### src/nfcd_pkg.sv
// Shared types and constants for the NFC response frame deframer.
// No dependencies; imported by every module of the block and by the checker.
`timescale 1ns / 1ps
`default_nettype none
package nfcd_pkg;

  // frame-end status codes
  localparam logic [3:0] STAT_OK        = 4'd0;
  localparam logic [3:0] STAT_PREAMBLE  = 4'd1;
  localparam logic [3:0] STAT_ERR_FRAME = 4'd2;
  localparam logic [3:0] STAT_LEN_CS    = 4'd3;
  localparam logic [3:0] STAT_DIR       = 4'd4;
  localparam logic [3:0] STAT_CMD       = 4'd5;
  localparam logic [3:0] STAT_DATA_CS   = 4'd6;
  localparam logic [3:0] STAT_POSTAMBLE = 4'd7;
  localparam logic [3:0] STAT_BAD_LEN   = 4'd8;

  // frame constants
  localparam logic [7:0] DIR_BYTE   = 8'hD5;
  localparam logic [7:0] PRE_ZERO   = 8'h00;
  localparam logic [7:0] PRE_START  = 8'hFF;
  localparam logic [7:0] ERR_LEN    = 8'h01;
  localparam logic [7:0] EXT_MARK   = 8'hFF;
  localparam logic [7:0] POST_BYTE  = 8'h00;
  localparam logic [8:0] LEN_CS_SUM = 9'd256;
  localparam logic [1:0] ERR_SKIP   = 2'd3;

  // one received byte request
  typedef struct packed {
    logic       frame_start;
    logic [7:0] rx_byte;
  } in_item_t;

  // one result request
  typedef struct packed {
    logic        data_valid;
    logic [7:0]  payload_byte;
    logic        frame_done;
    logic [3:0]  status;
    logic [15:0] payload_length;
  } res_t;

endpackage
`default_nettype wire

### src/nfcd_in_stage.sv
// Input register stage of the deframer: holds one received byte request.
// Depends on nfcd_pkg.
`timescale 1ns / 1ps
`default_nettype none
module nfcd_in_stage (
  input  wire logic              clk,
  input  wire logic              rst_n,
  input  wire logic              in_valid,
  output logic                   in_stall,
  input  wire nfcd_pkg::in_item_t in_item,
  input  wire logic              pop,
  output logic                   item_vld,
  output nfcd_pkg::in_item_t     item
);
  import nfcd_pkg::*;

  logic     vld_r, vld_nxt;
  in_item_t item_r;
  logic     load;

  // stall only while a held byte cannot move on
  assign in_stall = vld_r && !pop;
  assign load     = in_valid && !in_stall;
  assign vld_nxt  = load || (vld_r && !pop);

  // valid flag
  always_ff @(posedge clk) begin
    if (!rst_n) begin
      vld_r <= 1'b0;
    end else begin
      vld_r <= vld_nxt;
    end
  end

  // payload
  always_ff @(posedge clk) begin
    if (load) begin
      item_r <= in_item;
    end
  end

  assign item_vld = vld_r;
  assign item     = item_r;

endmodule
`default_nettype wire

### src/nfcd_parser.sv
// Frame parser: state registers and the per-byte next-state and result logic.
// Depends on nfcd_pkg.
`timescale 1ns / 1ps
`default_nettype none
module nfcd_parser (
  input  wire logic               clk,
  input  wire logic               rst_n,
  input  wire logic               step,
  input  wire nfcd_pkg::in_item_t item,
  input  wire logic [7:0]         exp_cmd,
  output logic                    has_res,
  output nfcd_pkg::res_t          res
);
  import nfcd_pkg::*;

  localparam logic [3:0] PH_PRE0    = 4'd0;
  localparam logic [3:0] PH_PRE1    = 4'd1;
  localparam logic [3:0] PH_PRE2    = 4'd2;
  localparam logic [3:0] PH_LEN     = 4'd3;
  localparam logic [3:0] PH_LCS     = 4'd4;
  localparam logic [3:0] PH_EXT_H   = 4'd5;
  localparam logic [3:0] PH_EXT_L   = 4'd6;
  localparam logic [3:0] PH_EXT_LCS = 4'd7;
  localparam logic [3:0] PH_SKIP    = 4'd8;
  localparam logic [3:0] PH_TFI     = 4'd9;
  localparam logic [3:0] PH_CMD     = 4'd10;
  localparam logic [3:0] PH_DATA    = 4'd11;
  localparam logic [3:0] PH_DCS     = 4'd12;
  localparam logic [3:0] PH_POST    = 4'd13;
  localparam logic [3:0] PH_IDLE    = 4'd14;

  logic [3:0]  phase_r, phase_nxt, phase_cur;
  logic [15:0] rem_r, rem_nxt, rem_cur;
  logic [7:0]  dcs_r, dcs_nxt, dcs_cur;
  logic [7:0]  len_hi_r, len_hi_nxt, len_hi_cur;
  logic [7:0]  len_lo_r, len_lo_nxt, len_lo_cur;
  logic [15:0] flen_r, flen_nxt, flen_cur;
  logic [1:0]  skip_r, skip_nxt, skip_cur;

  logic [7:0]  b;
  logic [8:0]  lcs_sum;
  logic [7:0]  ext_sum;
  logic [15:0] ext_raw;
  logic [8:0]  cmd_want;
  logic [15:0] rem_dec;
  logic        fin;
  logic [3:0]  fin_code;

  assign b        = item.rx_byte;
  assign lcs_sum  = {1'b0, len_lo_cur} + {1'b0, b};
  assign ext_sum  = len_hi_cur + len_lo_cur + b;
  assign ext_raw  = {len_hi_cur, len_lo_cur};
  assign cmd_want = {1'b0, exp_cmd} + 9'd1;
  assign rem_dec  = rem_cur - 16'd1;

  // frame_start clears the parser before the byte is taken
  always_comb begin
    if (item.frame_start) begin
      phase_cur  = PH_PRE0;
      rem_cur    = 16'd0;
      dcs_cur    = 8'd0;
      len_hi_cur = 8'd0;
      len_lo_cur = 8'd0;
      flen_cur   = 16'd0;
      skip_cur   = 2'd0;
    end else begin
      phase_cur  = phase_r;
      rem_cur    = rem_r;
      dcs_cur    = dcs_r;
      len_hi_cur = len_hi_r;
      len_lo_cur = len_lo_r;
      flen_cur   = flen_r;
      skip_cur   = skip_r;
    end
  end

  // per-byte phase logic
  always_comb begin
    phase_nxt  = phase_cur;
    rem_nxt    = rem_cur;
    dcs_nxt    = dcs_cur;
    len_hi_nxt = len_hi_cur;
    len_lo_nxt = len_lo_cur;
    flen_nxt   = flen_cur;
    skip_nxt   = skip_cur;
    fin        = 1'b0;
    fin_code   = STAT_OK;
    has_res    = 1'b0;
    res        = '0;
    case (phase_cur)
      PH_PRE0: begin
        if (b != PRE_ZERO) begin
          fin = 1'b1; fin_code = STAT_PREAMBLE;
        end else begin
          phase_nxt = PH_PRE1;
        end
      end
      PH_PRE1: begin
        if (b == PRE_START) begin
          phase_nxt = PH_LEN;
        end else if (b == PRE_ZERO) begin
          phase_nxt = PH_PRE2;
        end else begin
          fin = 1'b1; fin_code = STAT_PREAMBLE;
        end
      end
      PH_PRE2: begin
        if (b != PRE_START) begin
          fin = 1'b1; fin_code = STAT_PREAMBLE;
        end else begin
          phase_nxt = PH_LEN;
        end
      end
      PH_LEN: begin
        len_lo_nxt = b;
        phase_nxt  = PH_LCS;
      end
      PH_LCS: begin
        if (len_lo_cur == ERR_LEN && b == PRE_START) begin
          skip_nxt  = ERR_SKIP;
          phase_nxt = PH_SKIP;
        end else if (len_lo_cur == EXT_MARK && b == EXT_MARK) begin
          phase_nxt = PH_EXT_H;
        end else if (lcs_sum != LEN_CS_SUM) begin
          fin = 1'b1; fin_code = STAT_LEN_CS;
        end else if (len_lo_cur < 8'd2) begin
          flen_nxt = 16'd0;
          fin = 1'b1; fin_code = STAT_BAD_LEN;
        end else begin
          flen_nxt  = {8'd0, len_lo_cur} - 16'd2;
          phase_nxt = PH_TFI;
        end
      end
      PH_EXT_H: begin
        len_hi_nxt = b;
        phase_nxt  = PH_EXT_L;
      end
      PH_EXT_L: begin
        len_lo_nxt = b;
        phase_nxt  = PH_EXT_LCS;
      end
      PH_EXT_LCS: begin
        if (ext_sum != 8'd0) begin
          fin = 1'b1; fin_code = STAT_LEN_CS;
        end else if (ext_raw < 16'd2) begin
          flen_nxt = 16'd0;
          fin = 1'b1; fin_code = STAT_BAD_LEN;
        end else begin
          flen_nxt  = ext_raw - 16'd2;
          phase_nxt = PH_TFI;
        end
      end
      PH_SKIP: begin
        if (skip_cur <= 2'd1) begin
          skip_nxt = 2'd0;
          fin = 1'b1; fin_code = STAT_ERR_FRAME;
        end else begin
          skip_nxt = skip_cur - 2'd1;
        end
      end
      PH_TFI: begin
        if (b != DIR_BYTE) begin
          fin = 1'b1; fin_code = STAT_DIR;
        end else begin
          dcs_nxt   = b;
          phase_nxt = PH_CMD;
        end
      end
      PH_CMD: begin
        if ({1'b0, b} != cmd_want) begin
          fin = 1'b1; fin_code = STAT_CMD;
        end else begin
          dcs_nxt   = dcs_cur + b;
          rem_nxt   = flen_cur;
          phase_nxt = (flen_cur != 16'd0) ? PH_DATA : PH_DCS;
        end
      end
      PH_DATA: begin
        dcs_nxt          = dcs_cur + b;
        rem_nxt          = rem_dec;
        phase_nxt        = (rem_dec == 16'd0) ? PH_DCS : PH_DATA;
        has_res          = 1'b1;
        res.data_valid   = 1'b1;
        res.payload_byte = b;
      end
      PH_DCS: begin
        if (dcs_cur + b != 8'd0) begin
          fin = 1'b1; fin_code = STAT_DATA_CS;
        end else begin
          phase_nxt = PH_POST;
        end
      end
      PH_POST: begin
        fin = 1'b1;
        fin_code = (b == POST_BYTE) ? STAT_OK : STAT_POSTAMBLE;
      end
      default: begin
        phase_nxt = PH_IDLE;
      end
    endcase
    // frame end result
    if (fin) begin
      phase_nxt      = PH_IDLE;
      has_res        = 1'b1;
      res.frame_done = 1'b1;
      res.status     = fin_code;
    end
    res.payload_length = flen_nxt;
  end

  // parser state
  always_ff @(posedge clk) begin
    if (!rst_n) begin
      phase_r  <= PH_PRE0;
      rem_r    <= 16'd0;
      dcs_r    <= 8'd0;
      len_hi_r <= 8'd0;
      len_lo_r <= 8'd0;
      flen_r   <= 16'd0;
      skip_r   <= 2'd0;
    end else if (step) begin
      phase_r  <= phase_nxt;
      rem_r    <= rem_nxt;
      dcs_r    <= dcs_nxt;
      len_hi_r <= len_hi_nxt;
      len_lo_r <= len_lo_nxt;
      flen_r   <= flen_nxt;
      skip_r   <= skip_nxt;
    end
  end

endmodule
`default_nettype wire

### src/nfcd_out_stage.sv
// Result register of the deframer: holds one result request until taken.
// Depends on nfcd_pkg.
`timescale 1ns / 1ps
`default_nettype none
module nfcd_out_stage (
  input  wire logic           clk,
  input  wire logic           rst_n,
  input  wire logic           load,
  input  wire nfcd_pkg::res_t res_in,
  output logic                room,
  output logic                out_valid,
  input  wire logic           out_stall,
  output nfcd_pkg::res_t      res_out
);
  import nfcd_pkg::*;

  logic vld_r, vld_nxt;
  res_t res_r;

  // free when empty or being taken this cycle
  assign room    = !vld_r || !out_stall;
  assign vld_nxt = load || (vld_r && out_stall);

  // valid flag
  always_ff @(posedge clk) begin
    if (!rst_n) begin
      vld_r <= 1'b0;
    end else begin
      vld_r <= vld_nxt;
    end
  end

  // payload
  always_ff @(posedge clk) begin
    if (load) begin
      res_r <= res_in;
    end
  end

  assign out_valid = vld_r;
  assign res_out   = res_r;

endmodule
`default_nettype wire

### src/nfc_response_frame_deframer.sv
// NFC response frame deframer: one received byte per request in, payload
// bytes and one frame-end status per frame out.
// Path: an accepted byte is held in the input register, then parsed into the result register.
// Throughput: one byte per cycle while the result register has room, set by the single-pass parser logic.
// Reset: synchronous active-low rst_n clears both stages, the parser state
// (waiting for the first preamble byte) and expected_command to zero.
`timescale 1ns / 1ps
`default_nettype none
module nfc_response_frame_deframer (
  input  wire logic        clk,
  input  wire logic        rst_n,
  input  wire logic        in_valid,
  output logic             in_stall,
  input  wire logic        in_frame_start,
  input  wire logic [7:0]  in_rx_byte,
  output logic             out_valid,
  input  wire logic        out_stall,
  output logic             out_data_valid,
  output logic [7:0]       out_payload_byte,
  output logic             out_frame_done,
  output logic [3:0]       out_status,
  output logic [15:0]      out_payload_length,
  input  wire logic        cfg_wr_en,
  input  wire logic [7:0]  cfg_wr_data
);
  import nfcd_pkg::*;

  logic [7:0] exp_cmd_r;
  in_item_t   in_item;
  in_item_t   item;
  logic       item_vld;
  logic       room;
  logic       step;
  logic       has_res;
  res_t       res;
  res_t       res_out;

  // expected command register
  always_ff @(posedge clk) begin
    if (!rst_n) begin
      exp_cmd_r <= 8'd0;
    end else if (cfg_wr_en) begin
      exp_cmd_r <= cfg_wr_data;
    end
  end

  assign in_item.frame_start = in_frame_start;
  assign in_item.rx_byte     = in_rx_byte;

  // a held byte is parsed once the result register has room
  assign step = item_vld && room;

  nfcd_in_stage u_in (
    .clk      (clk),
    .rst_n    (rst_n),
    .in_valid (in_valid),
    .in_stall (in_stall),
    .in_item  (in_item),
    .pop      (step),
    .item_vld (item_vld),
    .item     (item)
  );

  nfcd_parser u_parser (
    .clk     (clk),
    .rst_n   (rst_n),
    .step    (step),
    .item    (item),
    .exp_cmd (exp_cmd_r),
    .has_res (has_res),
    .res     (res)
  );

  nfcd_out_stage u_out (
    .clk       (clk),
    .rst_n     (rst_n),
    .load      (step && has_res),
    .res_in    (res),
    .room      (room),
    .out_valid (out_valid),
    .out_stall (out_stall),
    .res_out   (res_out)
  );

  assign out_data_valid     = res_out.data_valid;
  assign out_payload_byte   = res_out.payload_byte;
  assign out_frame_done     = res_out.frame_done;
  assign out_status         = res_out.status;
  assign out_payload_length = res_out.payload_length;

endmodule
`default_nettype wire

### config.mk
export PLATFORM = sky130hd
export DESIGN_NAME = nfc_response_frame_deframer
export DESIGN_NICKNAME = d
export VERILOG_FILES = /design/src/nfcd_pkg.sv /design/src/nfcd_in_stage.sv /design/src/nfcd_parser.sv /design/src/nfcd_out_stage.sv /design/src/nfc_response_frame_deframer.sv
export SDC_FILE = /design/constraint.sdc
export NUM_CORES = 1
export LEC_CHECK = 0
export BUFFER_PORTS_ARGS = -buffer_cell sky130_fd_sc_hd__buf_2
export CORE_MARGIN = 1.5
export CORE_UTILIZATION = 40
export CTS_BUF_LIST = sky130_fd_sc_hd__clkbuf_2 sky130_fd_sc_hd__clkbuf_4 sky130_fd_sc_hd__clkbuf_8
export CTS_CLUSTER_DIAMETER = 100
export DETAILED_ROUTE_END_ITERATION = 7
export PLACE_DENSITY_LB_ADDON = 0.1
export SYNTH_ARGS = -nofsm -noshare
export SYNTH_HDL_FRONTEND = slang
export SYNTH_HIERARCHICAL = 1
export SYNTH_SLANG_ARGS = --single-unit
export TNS_END_PERCENT = 5
### constraint.sdc
create_clock -name clk -period 7.35 [get_ports clk]
set_clock_uncertainty 0.05 [all_clocks]
set_input_delay 0.3675 -clock clk [delete_from_list [all_inputs] [get_ports clk]]
set_output_delay 0.3675 -clock clk [all_outputs]
set_load 0.01 [all_outputs]
# == Word-level counts from Yosys, hierarchy flattened ==
# Index checks and enable logic that the tools add are counted.
# classes
add_sub_neg,9
multipliers,0
div_mod_pow,0
n_lt_le_gt_ge,3
eq_ne,20
n_shift,0
muxes,76
bitwise_logic,0
reduce_logical,23
# op_table
op,n
$mux 16,9
$mux 4,22
$pmux 16 s2,2
$mux 8,7
$pmux 4 s13,1
$pmux 4 s10,1
$add 8x8->8,3
$eq 4x4->1 const B,6
$pmux 8 s3,1
$reduce_bool 8->1,3
$mux 1,19
$mux 3,6
$eq 4x3->1 const B,4
$eq 8x8->1 const B,2
$logic_not 16->1,1
$lt 16x2->1 const B,1
$ne 8x8->1 const B,2
$reduce_bool 16->1,1
$sub 16x1->16 const B,1
$sub 16x2->16 const B,1
$pmux 1 s10,1
$add 8x1->9 const B,1
$add 8x8->9,1
$mux 9,1
other kinds (18),34
# word_totals
ff_bits,111
latchBits,0
ram_bits,0
romBits,0
output_inout_bits,32
word_cells,148
memories,0

# == Logic depth before layout (Yosys ltp) ==
# logic_depth
ltp_word,10
mapped_depth,21
depth_no_buf,18

# == Hierarchy ==
# The synthesis kept the hierarchy.
# modules_own_cells
module,n_inst,cells_per_inst,area_per_inst_um2,seq_area_each_um2
nfcd_parser,1,831,6063.3,1241.2
nfcd_out_stage,1,34,935.9,920.9
nfcd_in_stage,1,13,317.8,290.3
nfc_response_frame_deframer,1,27,314.1,160.2

# == Least setup slack after synthesis ==
# Ideal clock, no wire load.
# synth_timing
path_type,register -> register
startpoint,reg u_in.item_r (netlist bit u_in/item[8])
endpoint,reg u_out.vld_r (netlist: u_out/out_valid)
arrival_ps,4967
t_required_ps,7181
slack_ps,2214
stages_incl_launch_ff,20
path_buffers,5
period_less_slack_ps,5136
path_cell_list,edfxtp_1 > clkbuf_1 > clkbuf_1 > clkbuf_1 > buf_1 > clkbuf_1 > nor2b_1 > fa_1 > ha_1 > or2_2 > o22ai_1 > xnor2_1 > nor4_1 > nand2b_1 > o21ba_2 > a2111oi_4 > nand2_1 > and3_1 > a21oi_1 > nor2b_1
# synth_between
elab_chain_cells,10
# synth_lines
element,line,source
"start, declared",nfcd_in_stage.sv:18,in_item_t item_r;
"start signal, assigned",nfcd_in_stage.sv:38,item_r <= in_item;
branches (longest 7 deep; another with $add 8x8->8),n/a,
$mux 1 *,nfcd_parser.sv:202,if (fin) begin
net has_res,nfc_response_frame_deframer.sv:34,logic has_res;
$logic_and 1x1->1 *,nfc_response_frame_deframer.sv:77,".load (step && has_res),"
$logic_or 1x1->1 *,nfcd_out_stage.sv:22,assign vld_nxt = load || (vld_r && out_stall);
"end signal, assigned",nfcd_out_stage.sv:29,vld_r <= vld_nxt;
"end, declared",nfcd_out_stage.sv:17,"logic vld_r, vld_nxt;"
# Mark *: on every way through the listed nets, which the timed path passes.
# A chain may end at the register's enable or synchronous reset.

# == Final worst setup path ==
# layout_timing
startpoint,reg u_in.item_r (netlist bit u_in/item[8])
endpoint,"reg u_out.res_r (netlist bit u_out/res_out[22]), enable pin"
# layout_between
elab_chain_cells,9
# layout_lines
element,line,source
branches (longest 7 deep; another with $add 8x8->8),n/a,
$mux 1 *,nfcd_parser.sv:202,
net has_res,nfc_response_frame_deframer.sv:34,
$logic_and 1x1->1 *,nfc_response_frame_deframer.sv:77,
"end signal, assigned",nfcd_out_stage.sv:36,res_r <= res_in;
"end, declared",nfcd_out_stage.sv:18,res_t res_r;
# Marks and branches as above.

==> metrics.md <==
| Metric | Value |
|---|---|
| Final-report max-slew violation count | 0 |
| Setup Viol. Count Final | 0 |
| First-pass GRT wire length | 37260 microns |
| Primary FF master, synth | dfxtp_1 |
| Asr flop ratio synth | 0 |
| Die ar. | 19910 sq um |
| Post-synthesis cell type with the largest combined area | dfxtp_1 |
| Die H | around 140 microns |
| Largest net degree at the start of global routing | 41 |
| Dpl cell area | 8019 sq um |
| CP startpoint kind | flop |
| Worst Hold Class | primary input to flop |
| TritonCTS clock tree | yes |
| Hold wc startpoint | in_rx_byte[4] |
| Starting Density | 0.4080 |
| Reg-to-reg startpoint | u_in/item[8] |
| Setup TNS | 0 ns |
| Initial antenna violation count | 0 |
| DRT Pass-1 Iters | 5 |
| Critical path class | flop to flop |
| Worst r2r path cells | 17 |
| Crit path required time | 7.43 ns |
| Vias per inst | 5.992 |
| Worst-skew pair later-pin latency | 0.41 ns |
| Run status | finished clean |
| Worst Path Max Fanout | 27 |
| Pwr Density | 151.8 nW/um^2 |
| Detailed router's first-iteration violation count | 563 |
| Syn Nets | roughly 960 |
| Fin nets | 975 |
| Chip width | 141.1 microns |
| Achievable Freq | between 150 and 200 MHz |
| Worst Path Arrival | around 5 ns |
| VDD IR max | 85.18 uV |
| PortBufs | 53 |
| Vias in the first global route | 6557 |
| Synthesis-stage register bit count | 111 |
| FP Rows | 50 |
| Post-synth EDFFs | 39 |
| Hold-critical path endpoint | u_in/item[4] |
| Worst hold stages | 1 |
| Clock Path Buffers | 2 |
| FF-to-FF setup slack | 2.29 ns |
| Seq/Total Area, Yosys | 0.3424 |
| HPWL after DPL | between 15000 and 20000 microns |
| # DRC | 0 |
| Cell variety after synth | 92 |
| Root Driver | clkbuf_8 |
| I/O pin cnt | 54 |
| Total Routing Usage GR | 0.2411 |
| Inserted Diodes | 0 |
| Area grow syn2layout | 7.903% |
| Overflow after GRT | 0 |
| Leakage | around 3.1 nW |
| Crit end category | flop |
| Min cycle time layout | 5.057 ns |
| Post-CTS Hold Fix Bufs | 0 |
| CTS Buf Count | 9 |
| Detailed Route WL | around 23000 microns |
| Num Clock Sinks | between 100 and 150 |
| Mapped Area | ~7600 sq um |
| Post-CTS sizing | 0 |
| Final hold vios | 0 |
| CTS H-tree depth | 3 |
| Final Wtd Congestion | 0.9010 |
| RSZ-0062 raised after global routing | no |
| Top post-synthesis cells by area | dfxtp_1 19%, edfxtp_1 15%, nor2_1 5.1% |
| YS warnings | 6 |
| Wire per inst | approximately 20 microns |
| Layout cells sized above 1 | 0.1206 |
| Vias | about 7k |
| Avg Inst Size Synth | around 8.4 sq um |
| Synth Instances | 905 |
| Synth top area share | 0.1889 |
| Finished Cell Area | 8234 sq um |
| Worst-path clk slew | 0.12 ns |
| Worst-margin pin slew | 1.298 ns |
| Max_cap viols | 0 |
| ANT nets after route | 0 |
| Slew HR | 0.1265 |
| Setup bufs post-CTS | 0 |
| Fin crit share | 0.6881 |
| Critical R2R Capture | u_out/res_out[22] |
| Core area | about 19000 sq um |
-- critical path, stage by stage (launching register included) --
cell and delay, ns:
edfxtp_1 0.80, inv_1 0.43, nand2_1 0.20, inv_1 0.13, ha_1 0.30, ha_1 0.15, inv_1 0.05, fa_1 0.39
nor2b_1 0.21, o221ai_1 0.16, nor3b_1 0.18, nor4_1 0.33, nand2b_1 0.20, o21ba_2 0.27, a2111oi_4 0.25, nand2_1 0.10
and3_1 0.27, buf_4 0.27
-- stage by stage --
step	hold slack (ns)	utilization	worst slack (ns)	total power [W]	std cells
global placement	0.3891	0.4287	2.401	0.0008624	1147
CTS	0.06170	0.4402	2.258	0.001262	1163
floorplan	0.3750	-	2.214	0.0008032	905
finish	0.07965	0.4402	2.293	0.001250	1163
detailed placement	0.3973	0.4287	2.241	0.0008618	1147
global route	0.05772	0.4402	1.800	0.001305	1163
-- report_power, final --
part / internal, W / switching [W]
combinational: 0.0000584 / 0.000107
clock: 0.000140 / 0.000261
sequential: 0.000657 / 0.0000262
total: 0.000855 / 0.000394
-- layout make-up --
class                           count  area (sq um)
Timing Repair Buffer               65         355.3
Clock buffer                        9         123.9
Tap cell                          234         292.8
Multi-Input combinational cell    712          4664
Clock inverter                      7         91.34
Sequential cell                   111          2613
Inverter                           25         93.84
Fill cell                        1870         10470
-- registers in the layout (all words and copies together) (netlist names) --
name,flops
u_parser/len_hi_r,8
exp_cmd_r,8
u_parser/phase_r,4
u_out/out_valid,1
u_parser/len_lo_r,8
u_in/item_vld,1
u_in/item,9
u_parser/rem_r,16
u_parser/skip_r,2
u_parser/dcs_r,8
u_parser/flen_r,16
u_out/res_out,30
-- cell usage after synthesis, types with 9 or more instances --
master    instances
xor2_1           15
nand2b_1         13
or3_1             9
xnor2_1          28
a21o_1           15
a21oi_1          48
dfxtp_1          72
and3_1            9
nor4_1           14
ha_1             23
a22oi_1          24
mux2i_1          14
nor3_1           28
a22o_1           15
nor2b_1          39
o21ai_0          51
nand3_1          26
edfxtp_1         39
nand2_1          71
clkbuf_1         34
nor2_1          103
a211oi_1          9
and2_1           11
buf_2            13
inv_1            24
-- kinds of logic after synthesis --
family          Yosys count  share of synthesized area
mux                      16                    0.02131
simple gates            367                     0.2486
buf+inv                  82                    0.04640
compound gates          257                     0.2386
xor+xnor                 43                    0.04935
fa+ha+maj                29                    0.05345
flops                   111                     0.3424
-- how the worst max path moves through the flow --
stage | startpoint | end | slack (ns) | cells past startpoint
3_5_place_dp | u_in/item[8] | u_out/res_out[2] | 2.24 | 17
6_report | u_in/item[8] | u_out/res_out[22] | 2.29 | 17
4_1_cts | u_in/item[8] | u_out/res_out[22] | 2.26 | 17
3_3_place_gp | u_in/item[8] | u_out/res_out[2] | 2.40 | 17
5_1_grt | u_in/item[8] | u_out/res_out[23] | 1.80 | 17
2_1_floorplan | u_in/item[8] | u_out/out_valid | 2.21 | 19
-- per-layer routing --
| metal | track usage | wire, microns |
|---|---|---|
| met1 | 0.3457 | 11150 |
| met2 | 0.3736 | 10450 |
| met3 | 0.03397 | 1231 |
| met4 | 0.07566 | 457 |
| met5 | 0 | 0 |
-- placed cells by master (no fill, tap or decap), drive strengths merged, types with 8 or more instances in the layout --
master | Yosys | final
a211oi | 10 | 10
a22o | 15 | 15
nor3 | 31 | 31
nor2b | 40 | 40
nand4 | 8 | 8
clkbuf | 34 | 9
nor4 | 14 | 14
nand3 | 26 | 26
ha | 23 | 23
a22oi | 24 | 24
nand2b | 13 | 13
dfxtp | 72 | 72
and2 | 12 | 12
xor2 | 15 | 15
edfxtp | 39 | 39
a21o | 15 | 15
inv | 25 | 28
mux2i | 14 | 14
and3 | 9 | 9
buf | 23 | 65
nand2 | 71 | 71
nor2 | 104 | 104
xnor2 | 28 | 28
o21ai | 53 | 53
or3 | 9 | 9
a21oi | 50 | 50
Note: power is estimated with default switching activity, not from simulation.
